**config.mk**
```make
export PLATFORM = sky130hd
export DESIGN_NAME = ipv4_receive_filter
export DESIGN_NICKNAME = d
export VERILOG_FILES = /design/src/rtl/ipv4rf_pkg.sv /design/src/rtl/ipv4_receive_filter.sv /design/src/rtl/ipv4rf_parse.sv /design/src/rtl/ipv4rf_outq.sv
export SDC_FILE = /design/constraint.sdc
export NUM_CORES = 1
export LEC_CHECK = 0
export ABC_AREA = 1
export BUFFER_PORTS_ARGS = -buffer_cell sky130_fd_sc_hd__buf_2
export CAP_MARGIN = 40
export CORE_ASPECT_RATIO = 1.75
export CORE_UTILIZATION = 40
export DETAILED_ROUTE_END_ITERATION = 10
export HOLD_SLACK_MARGIN = 0.02
export PLACE_DENSITY = 0.6
export REMOVE_ABC_BUFFERS = 1
export SETUP_SLACK_MARGIN = 0.1
export SLEW_MARGIN = 10
export SYNTH_ARGS = -nofsm -noshare
export SYNTH_HDL_FRONTEND = slang
export SYNTH_SLANG_ARGS = --single-unit
```
**constraint.sdc**
```tcl
create_clock -name clock -period 5.15 [get_ports clock]
set_input_delay 0.2575 -clock clock [delete_from_list [all_inputs] [get_ports clock]]
set_output_delay 0.2575 -clock clock [all_outputs]
set_load 0.02 [all_outputs]
```
**src/rtl/ipv4rf_pkg.sv**
```systemverilog
package ipv4rf_pkg;

   localparam int HANDLER_SLOTS = 4;
   localparam int HEADER_BYTES  = 20;
   localparam int IP_VERSION    = 4;
   localparam int QUEUE_DEPTH   = 4;
   localparam int QPTR_W        = $clog2(QUEUE_DEPTH);

   localparam logic KIND_PAYLOAD = 1'b0;
   localparam logic KIND_STATUS  = 1'b1;

   typedef enum logic [2:0] {
      ST_DELIVERED    = 3'd0,
      ST_TOO_SHORT    = 3'd1,
      ST_BAD_VERSION  = 3'd2,
      ST_NOT_LOCAL    = 3'd3,
      ST_BAD_CHECKSUM = 3'd4,
      ST_BAD_LENGTH   = 3'd5,
      ST_TRUNCATED    = 3'd6,
      ST_NO_HANDLER   = 3'd7
   } status_type;

   typedef enum logic [1:0] {
      CSR_LOCAL_ADDR     = 2'd0,
      CSR_HANDLER_PROTOS = 2'd1,
      CSR_HANDLER_COUNT  = 2'd2
   } csr_index_type;

   typedef struct packed {
      logic                     kind;
      logic [7:0]               payload_byte;
      logic [HANDLER_SLOTS-1:0] handler_mask;
      logic                     payload_last;
      status_type               status;
   } result_type;

   // up to two results per item; a lone result always sits in first
   typedef struct packed {
      logic       first_valid;
      logic       second_valid;
      result_type first;
      result_type second;
   } push_type;

endpackage

```
**src/rtl/ipv4_receive_filter.sv**
```systemverilog
// An accepted byte's results are registered into the result queue and offered on rsp_ in order behind earlier results.
// Throughput: one byte per cycle while req_stall is low; header checks and sums are updated as each byte is taken.
// A frame-end byte that is also payload gives two items, which leave one per cycle while rsp_stall is low
// from a four-entry result queue; req_stall rises while fewer than two entries are free.
// Reset (synchronous, active high) clears registers, frame state and the result queue.
module ipv4_receive_filter
   import ipv4rf_pkg::*;
(
   input  logic                     clock,
   input  logic                     reset,
   input  logic                     req_valid,
   output logic                     req_stall,
   input  logic [7:0]               req_data_byte,
   input  logic                     req_frame_last,
   output logic                     rsp_valid,
   input  logic                     rsp_stall,
   output logic                     rsp_kind,
   output logic [7:0]               rsp_payload_byte,
   output logic [HANDLER_SLOTS-1:0] rsp_handler_mask,
   output logic                     rsp_payload_last,
   output logic [2:0]               rsp_status,
   input  logic                     csr_write,
   input  logic [1:0]               csr_index,
   input  logic [31:0]              csr_data
);

   logic [31:0] local_addr_ff;
   logic [31:0] protos_ff;
   logic [2:0]  hcount_ff;
   logic        room;
   logic        in_take;
   logic        out_take;
   push_type    push;
   result_type  out_res;

   assign in_take   = req_valid && !req_stall;
   assign req_stall = !room;
   assign out_take  = rsp_valid && !rsp_stall;

   always_ff @(posedge clock) begin
      if (reset) begin
         local_addr_ff <= '0;
         protos_ff     <= '0;
         hcount_ff     <= '0;
      end else if (csr_write) begin
         case (csr_index)
            CSR_LOCAL_ADDR:     local_addr_ff <= csr_data;
            CSR_HANDLER_PROTOS: protos_ff     <= csr_data;
            CSR_HANDLER_COUNT:  hcount_ff     <= csr_data[2:0];
            default: ;
         endcase
      end
   end

   ipv4rf_parse u_parse (
      .clock             (clock),
      .reset             (reset),
      .in_take           (in_take),
      .data_byte         (req_data_byte),
      .frame_last        (req_frame_last),
      .local_address     (local_addr_ff),
      .handler_protocols (protos_ff),
      .slots_used        (hcount_ff),
      .push              (push)
   );

   ipv4rf_outq u_outq (
      .clock     (clock),
      .reset     (reset),
      .push      (push),
      .room      (room),
      .out_valid (rsp_valid),
      .out_take  (out_take),
      .out_res   (out_res)
   );

   assign rsp_kind         = out_res.kind;
   assign rsp_payload_byte = out_res.payload_byte;
   assign rsp_handler_mask = out_res.handler_mask;
   assign rsp_payload_last = out_res.payload_last;
   assign rsp_status       = out_res.status;

endmodule

```
**src/rtl/ipv4rf_parse.sv**
```systemverilog
module ipv4rf_parse
   import ipv4rf_pkg::*;
(
   input  logic        clock,
   input  logic        reset,
   input  logic        in_take,
   input  logic [7:0]  data_byte,
   input  logic        frame_last,
   input  logic [31:0] local_address,
   input  logic [31:0] handler_protocols,
   input  logic [2:0]  slots_used,
   output push_type    push
);

   localparam logic [15:0] HDR_LEN = 16'(HEADER_BYTES);
   localparam logic [15:0] POS_MAX = 16'hFFFF;

   logic [15:0]              pos_ff, pos_in;
   logic [15:0]              sum_ff, sum_in;
   logic [7:0]               hi_ff, hi_in;
   logic [15:0]              tlen_ff, tlen_in;
   logic [7:0]               proto_ff, proto_in;
   logic                     ver_ff, ver_in;
   logic                     dest_ff, dest_in;
   logic [HANDLER_SLOTS-1:0] mask_ff, mask_in;

   logic                     in_hdr;
   logic [16:0]              word_sum;
   logic [7:0]               want;
   logic                     dest_eq;
   logic [HANDLER_SLOTS-1:0] new_mask;
   logic                     hdr_ok;
   logic                     is_payload;
   logic [16:0]              count;
   status_type               status;
   result_type               pay_res, stat_res;

   always_comb begin
      for (int i = 0; i < HANDLER_SLOTS; i++) begin
         new_mask[i] = (3'(i) < slots_used) &&
                       (handler_protocols[8*i +: 8] == proto_ff);
      end
   end

   always_comb begin
      in_hdr   = pos_ff < HDR_LEN;
      word_sum = {1'b0, sum_ff} + {1'b0, hi_ff, data_byte};
      // destination byte 16 maps to address bits 31:24
      want     = local_address[8*(3 - int'(pos_ff[1:0])) +: 8];
      dest_eq  = want == data_byte;

      pos_in   = pos_ff;
      sum_in   = sum_ff;
      hi_in    = hi_ff;
      tlen_in  = tlen_ff;
      proto_in = proto_ff;
      ver_in   = ver_ff;
      dest_in  = dest_ff;
      mask_in  = mask_ff;

      if (in_hdr) begin
         if (pos_ff == 16'd0) begin
            ver_in = data_byte[7:4] == 4'(IP_VERSION);
         end
         if (!pos_ff[0]) begin
            hi_in = data_byte;
         end else begin
            sum_in = word_sum[15:0] + {15'b0, word_sum[16]};
         end
         if (pos_ff == 16'd2) begin
            tlen_in = {data_byte, 8'h00};
         end else if (pos_ff == 16'd3) begin
            tlen_in = {tlen_ff[15:8], data_byte};
         end else if (pos_ff == 16'd9) begin
            proto_in = data_byte;
         end
         if (pos_ff >= 16'd16) begin
            dest_in = (pos_ff == 16'd16) ? dest_eq : (dest_ff & dest_eq);
         end
         if (pos_ff == HDR_LEN - 16'd1) begin
            mask_in = new_mask;
         end
      end

      hdr_ok     = ver_ff && dest_ff && (sum_ff == 16'hFFFF) && (tlen_ff >= HDR_LEN);
      is_payload = !in_hdr && hdr_ok && (mask_ff != '0) && (pos_ff < tlen_ff);

      count = {1'b0, pos_ff} + 17'd1;
      if (count < 17'(HEADER_BYTES))          status = ST_TOO_SHORT;
      else if (!ver_in)                       status = ST_BAD_VERSION;
      else if (!dest_in)                      status = ST_NOT_LOCAL;
      else if (sum_in != 16'hFFFF)            status = ST_BAD_CHECKSUM;
      else if (tlen_in < HDR_LEN)             status = ST_BAD_LENGTH;
      else if (count < {1'b0, tlen_in})       status = ST_TRUNCATED;
      else if (mask_in == '0)                 status = ST_NO_HANDLER;
      else                                    status = ST_DELIVERED;

      pay_res.kind         = KIND_PAYLOAD;
      pay_res.payload_byte = data_byte;
      pay_res.handler_mask = mask_ff;
      pay_res.payload_last = count == {1'b0, tlen_ff};
      pay_res.status       = ST_DELIVERED;

      stat_res.kind         = KIND_STATUS;
      stat_res.payload_byte = 8'h00;
      stat_res.handler_mask = mask_in;
      stat_res.payload_last = 1'b0;
      stat_res.status       = status;

      push.first_valid  = in_take && (is_payload || frame_last);
      push.second_valid = in_take && is_payload && frame_last;
      push.first        = is_payload ? pay_res : stat_res;
      push.second       = stat_res;

      if (in_take) begin
         if (frame_last) begin
            pos_in   = '0;
            sum_in   = '0;
            hi_in    = '0;
            tlen_in  = '0;
            proto_in = '0;
            ver_in   = 1'b0;
            dest_in  = 1'b0;
            mask_in  = '0;
         end else if (pos_ff < POS_MAX) begin
            pos_in = pos_ff + 16'd1;
         end
      end else begin
         pos_in   = pos_ff;
         sum_in   = sum_ff;
         hi_in    = hi_ff;
         tlen_in  = tlen_ff;
         proto_in = proto_ff;
         ver_in   = ver_ff;
         dest_in  = dest_ff;
         mask_in  = mask_ff;
      end
   end

   always_ff @(posedge clock) begin
      if (reset) begin
         pos_ff   <= '0;
         sum_ff   <= '0;
         hi_ff    <= '0;
         tlen_ff  <= '0;
         proto_ff <= '0;
         ver_ff   <= 1'b0;
         dest_ff  <= 1'b0;
         mask_ff  <= '0;
      end else begin
         pos_ff   <= pos_in;
         sum_ff   <= sum_in;
         hi_ff    <= hi_in;
         tlen_ff  <= tlen_in;
         proto_ff <= proto_in;
         ver_ff   <= ver_in;
         dest_ff  <= dest_in;
         mask_ff  <= mask_in;
      end
   end

`ifndef SYNTHESIS
   a_pair_order: assert property (@(posedge clock) disable iff (reset)
      push.second_valid |-> push.first_valid && push.first.kind == KIND_PAYLOAD
                            && push.second.kind == KIND_STATUS)
      else $error("two results not ordered payload then status");

   a_frame_restart: assert property (@(posedge clock) disable iff (reset)
      in_take && frame_last |=> pos_ff == 16'd0 && mask_ff == '0)
      else $error("frame state not cleared after frame end");

   a_payload_has_handler: assert property (@(posedge clock) disable iff (reset)
      push.first_valid && push.first.kind == KIND_PAYLOAD |->
         push.first.handler_mask != '0 && !in_hdr)
      else $error("payload item without handler or inside header");
`endif

endmodule

```
**src/rtl/ipv4rf_outq.sv**
```systemverilog
module ipv4rf_outq
   import ipv4rf_pkg::*;
(
   input  logic       clock,
   input  logic       reset,
   input  push_type   push,
   output logic       room,
   output logic       out_valid,
   input  logic       out_take,
   output result_type out_res
);

   result_type        q_ff [QUEUE_DEPTH];
   logic [QPTR_W-1:0] wr_ff, wr_in;
   logic [QPTR_W-1:0] rd_ff, rd_in;
   logic [QPTR_W:0]   cnt_ff, cnt_in;
   logic [QPTR_W:0]   push_n;
   logic [QPTR_W-1:0] wr_next;

   always_comb begin
      push_n  = (QPTR_W+1)'(push.first_valid) + (QPTR_W+1)'(push.second_valid);
      wr_next = wr_ff + QPTR_W'(1);
      wr_in   = wr_ff + push_n[QPTR_W-1:0];
      rd_in   = out_take ? rd_ff + QPTR_W'(1) : rd_ff;
      cnt_in  = cnt_ff + push_n - (QPTR_W+1)'(out_take);
      // room for a full pair of results
      room      = cnt_ff <= (QPTR_W+1)'(QUEUE_DEPTH - 2);
      out_valid = cnt_ff != '0;
      out_res   = q_ff[rd_ff];
   end

   always_ff @(posedge clock) begin
      if (push.first_valid) begin
         q_ff[wr_ff] <= push.first;
      end
      if (push.second_valid) begin
         q_ff[wr_next] <= push.second;
      end
   end

   always_ff @(posedge clock) begin
      if (reset) begin
         wr_ff  <= '0;
         rd_ff  <= '0;
         cnt_ff <= '0;
      end else begin
         wr_ff  <= wr_in;
         rd_ff  <= rd_in;
         cnt_ff <= cnt_in;
      end
   end

endmodule

```
==> results.md <==
* Worst rel slew slack at 49.95%
* Number of flops mapped to enable cells by yosys at 28
* Static leakage at 6.392 nW
* Total Power at 4.660 mW
* Max Cap Violations at 0
* Clock Root Buffer: clkbuf_16
* WP data arrival at 4530 ps
* Yosys warns at 0
* Setup_tns at 0 ps
* Peak VDD IR at 0.3427 mV
* Dpl hpwl at 30.24 mm
* Synth area leaders: dfxtp_1 30%, nand2_1 11%, nor2_1 9.2%, o21ai_0 7.7%, edfxtp_1 6.7%
* 1st-pass router iterations at 5
* Max Freq at 0.2340 GHz
* Clk slew on worst S/H paths at 70 ps
* Largest family of logic cells by synthesized area: simple AND/OR/NAND/NOR gates
* Antenna Violating Nets Remaining at 0
* Status: complete, no violations
* Die area at 0.03229 mm^2
* Largest delay share family, worst path: simple AND/OR/NAND/NOR gates
* Syn Inst Count at 1851
* Critical path buffer and inverter count at 3
* Simple-Gate Fraction of Synth Area at 30.58%
* H-tree depth at 1
* Synth Area per Inst at 6.818 um^2
* Crit-path slowest cell: fa_1
* CP Class: reg -> reg
* Slew Viols, Final at 0
* DR DRC count at 0
* Synth Register Bits at 214
* Pwr Density at 323.6 mW/mm^2
* Clock power share at 36.6%
* Hold_ws at 92.36 ps
* Setup Viol. Count Final at 0
* Crit path max fanout at 4
* Synth Area in XOR/XNOR at 2.845%
* RSZ-0062 raised after global routing: no
* Slowest stage delay, CP at 380 ps
* Least-Margin Pin Slew at ~750 ps
* Final Hold Vio Count at 0
* Post-route clock period utilization at 82.96%
* Core Area at 0.03095 mm^2
* Clk_lat worst skew at roughly 530 ps
* Comb pwr share at 23.7%
* Via count at around 12000
* Psw at 1.531 mW
* Post-synthesis cell area at 0.01262 mm^2
* Netlist cell types at just under 60
* Worst path depth at 27
* Area leader, netlist: dfxtp_1
* GPL Wtd Cong at ~0.92
* GR Util All Layers at 25.13%
* Sw Share at 32.85%
* Sequential area share after synthesis at 36.17%
* Hold Crit Class: in -> reg
* Initial antenna violation count at 1
* Grt ovf at 0
* Hold-critical path depth at 4
* Synth Area in Adders at 6.067%
* Per-cell routed wire length at around 17 um
* Share of cells above drive strength 1 at 9.649%
* Final core occ at 46.53%
* CTS Buf Count at 23
* PortBufs at 66
* Layout Nets at 2031
* Clk buf depth at 3
* CP dominant cell by count: nand2_1
* Synth top area share at 29.50%
* Kind of end point of the critical path: register
* Post-synthesis mux area share at 0%
* Clock skew at 12.88 ps
* Vias in the first global route at between 10000 and 15000
* Worst setup margin at 877.3 ps
* Pre-CTS setup slack at 785.5 ps
* Tmin final at 4273 ps
* First-pass GRT wire length at 62.78 mm
* Synth Area in Compound Gates at 16.07%
* N_diodes at 0
* Int Power at 3.129 mW
* Largest net degree at the start of global routing at 57
* Routed Wire Length at 39.98 mm
* Seq pwr share at about 40%
* 1st-iter DRT viols at 623
* Dominant synthesized flop cell: dfxtp_1
* Chip width at 136.3 um
* Ys async rst share at 0%
* CTS sink cnt at 214
* I/O pins at 67
* Initial Util at between 40% and 50%
* Setup crit start kind: register
* Die Y at 237.0 um
* Area growth from synthesis to layout at 14.11%
* Via/cell ratio at 5.341
* Worst EP required at 5410 ps
* Worst r2r path cells at 27
* CTS tree: done
* Num rows at between 80 and 90
[worst register-to-register path, stage by stage (launching register included)]
cell      delay [ps]
dfxtp_1          350
ha_1             220
inv_1             70
fa_1             380
inv_1            110
nand2_1           90
nand2_1          120
nand3_1          120
nand2_1          120
nand3_1           90
nand2_1          100
a21oi_1           70
o21bai_1         160
ha_1             200
ha_1             190
inv_1             50
nor2_1           160
nand3_2          130
nor2_2           210
nand3_1          170
o21ai_0          170
nand2_1           70
nand2_1           70
nand3_1          120
nor2_1           180
nand4_1          130
nand3_2          110
nor2_1            60
[metal layers]
| layer | track usage, % | up-vias | part of all wire (%) |
|---|---|---|---|
| met5 | 0 | - | 0.025 |
| met4 | 14.21 | 2 | 5.9 |
| met3 | 2.312 | 122 | 3.6 |
| met2 | 48.38 | 314 | 54 |
| met1 | 25.62 | 5752 | 37 |
| li1 | - | 6250 | - |
[synth_stat cells, types with 2 or more instances]
cell	instances
nand2_1	386
nor2_1	309
o21ai_0	194
dfxtp_1	186
inv_1	178
a21oi_1	99
nand3_1	82
ha_1	58
clkbuf_1	49
xor2_1	37
nand4_1	35
o22ai_1	31
edfxtp_1	28
nor3_1	18
inv_2	17
o21ai_1	17
buf_2	15
nor4_1	13
nor2_2	10
a22oi_1	9
nand2_2	6
nand3_2	6
or2_2	6
a211oi_1	4
a2bb2oi_1	4
xnor2_1	4
a221oi_1	3
clkinv_1	3
nor2_4	3
nor4_2	3
a31oi_1	2
fa_1	2
nand2_4	2
nand3b_1	2
nand4_2	2
nor3_2	2
nor4_4	2
o211ai_1	2
o21a_1	2
o21bai_1	2
[final timing paths]
path                                   startpoint                               to  slack [ps]
setup / recovery   u_parse.sum_ff[0]$_SDFFE_PP0P_      u_outq.q_ff[1][2]$_DFFE_PP_         880
hold / removal                          rsp_stall     u_outq.rd_ff[0]$_SDFFE_PP0P_          90
setup reg to reg   u_parse.sum_ff[0]$_SDFFE_PP0P_      u_outq.q_ff[1][2]$_DFFE_PP_         880
hold reg to reg   u_outq.q_ff[1][10]$_SDFFE_PP0P_  u_outq.q_ff[1][10]$_SDFFE_PP0P_         460
[metrics by stage]
stage               area (um^2)  std cells
floorplan                 12330       1783
global placement          13270       2254
detailed placement        13330       2257
CTS                       14400       2329
global route              14400       2329
finish                    14400       2329
[layout make-up]
| cell class | count | area (um^2) |
|---|---|---|
| fillers | 3178 | 16550 |
| repair buffers | 115 | 818.3 |
| clock inverters | 12 | 145.1 |
| well taps | 391 | 489.2 |
| flip-flops and latches | 214 | 4564 |
| clock buffers | 28 | 604.3 |
| inverters | 200 | 754.5 |
| multi-input cells | 1369 | 7025 |
[timing repair]
action	4_1_cts	5_1_grt
hold buffers	32	0
buffers inserted	0	0
resized for setup	0	0
hold endpoints to repair	62	0
[cell families (layout without fill, tap and decap cells)]
family | after synthesis | in the layout
AO/OA/AOI/OAI | 376 | 376
XOR/XNOR | 41 | 41
adder cells (fa/ha/maj) | 60 | 60
buffers and inverters | 268 | 355
flip-flops | 214 | 214
AND/OR/NAND/NOR | 892 | 892
[registers in the layout (all words and copies together) (netlist names), named ones only]
name and count:
u_outq.q_ff 68, protos_ff 32, u_parse.ver_ff 1, u_outq.wr_ff 2, u_parse.tlen_ff 16, u_outq.rd_ff 2
u_outq.cnt_ff 3, u_parse.mask_ff 4, local_addr_ff 32, u_parse.pos_ff 16, u_parse.hi_ff 8, hcount_ff 3
u_parse.proto_ff 8, u_parse.sum_ff 16, u_parse.dest_ff 1
[layout by cell type, fill, tap and decap left out, types with 3 or more instances in the layout]
cell type / n
edfxtp_1: 28
bufinv_16: 3
o21ai_0: 194
a221oi_1: 3
clkbuf_16: 23
dfxtp_1: 186
o22ai_1: 31
inv_2: 18
inv_1: 177
a21oi_1: 99
nand2_2: 6
nand2_1: 386
nor2_1: 308
nand4_1: 35
nor4_1: 13
a22oi_1: 9
o21ai_1: 17
clkinv_1: 4
dlygate4sd3_1: 32
nand3_2: 6
a2bb2oi_1: 4
ha_1: 58
nor2_4: 3
or2_2: 6
nor3_2: 4
buf_2: 66
clkinv_2: 6
xor2_1: 37
nor3_1: 16
nand3_1: 82
nor2_2: 11
a211oi_1: 4
nor4_2: 3
clkbuf_1: 4
buf_4: 15
xnor2_1: 4
[power groups by stage]
stage          Combinational [mW]  Sequential, mW  Clock [mW]
4_1_cts                      1.11            1.85        1.74
2_1_floorplan               0.682            1.88           0
3_3_place_gp                 1.06            1.89           0
6_report                     1.11            1.85        1.70
5_1_grt                      1.23            1.86        1.80
3_5_place_dp                 1.09            1.89           0
No activity file was read; power rests on OpenSTA's default activity.
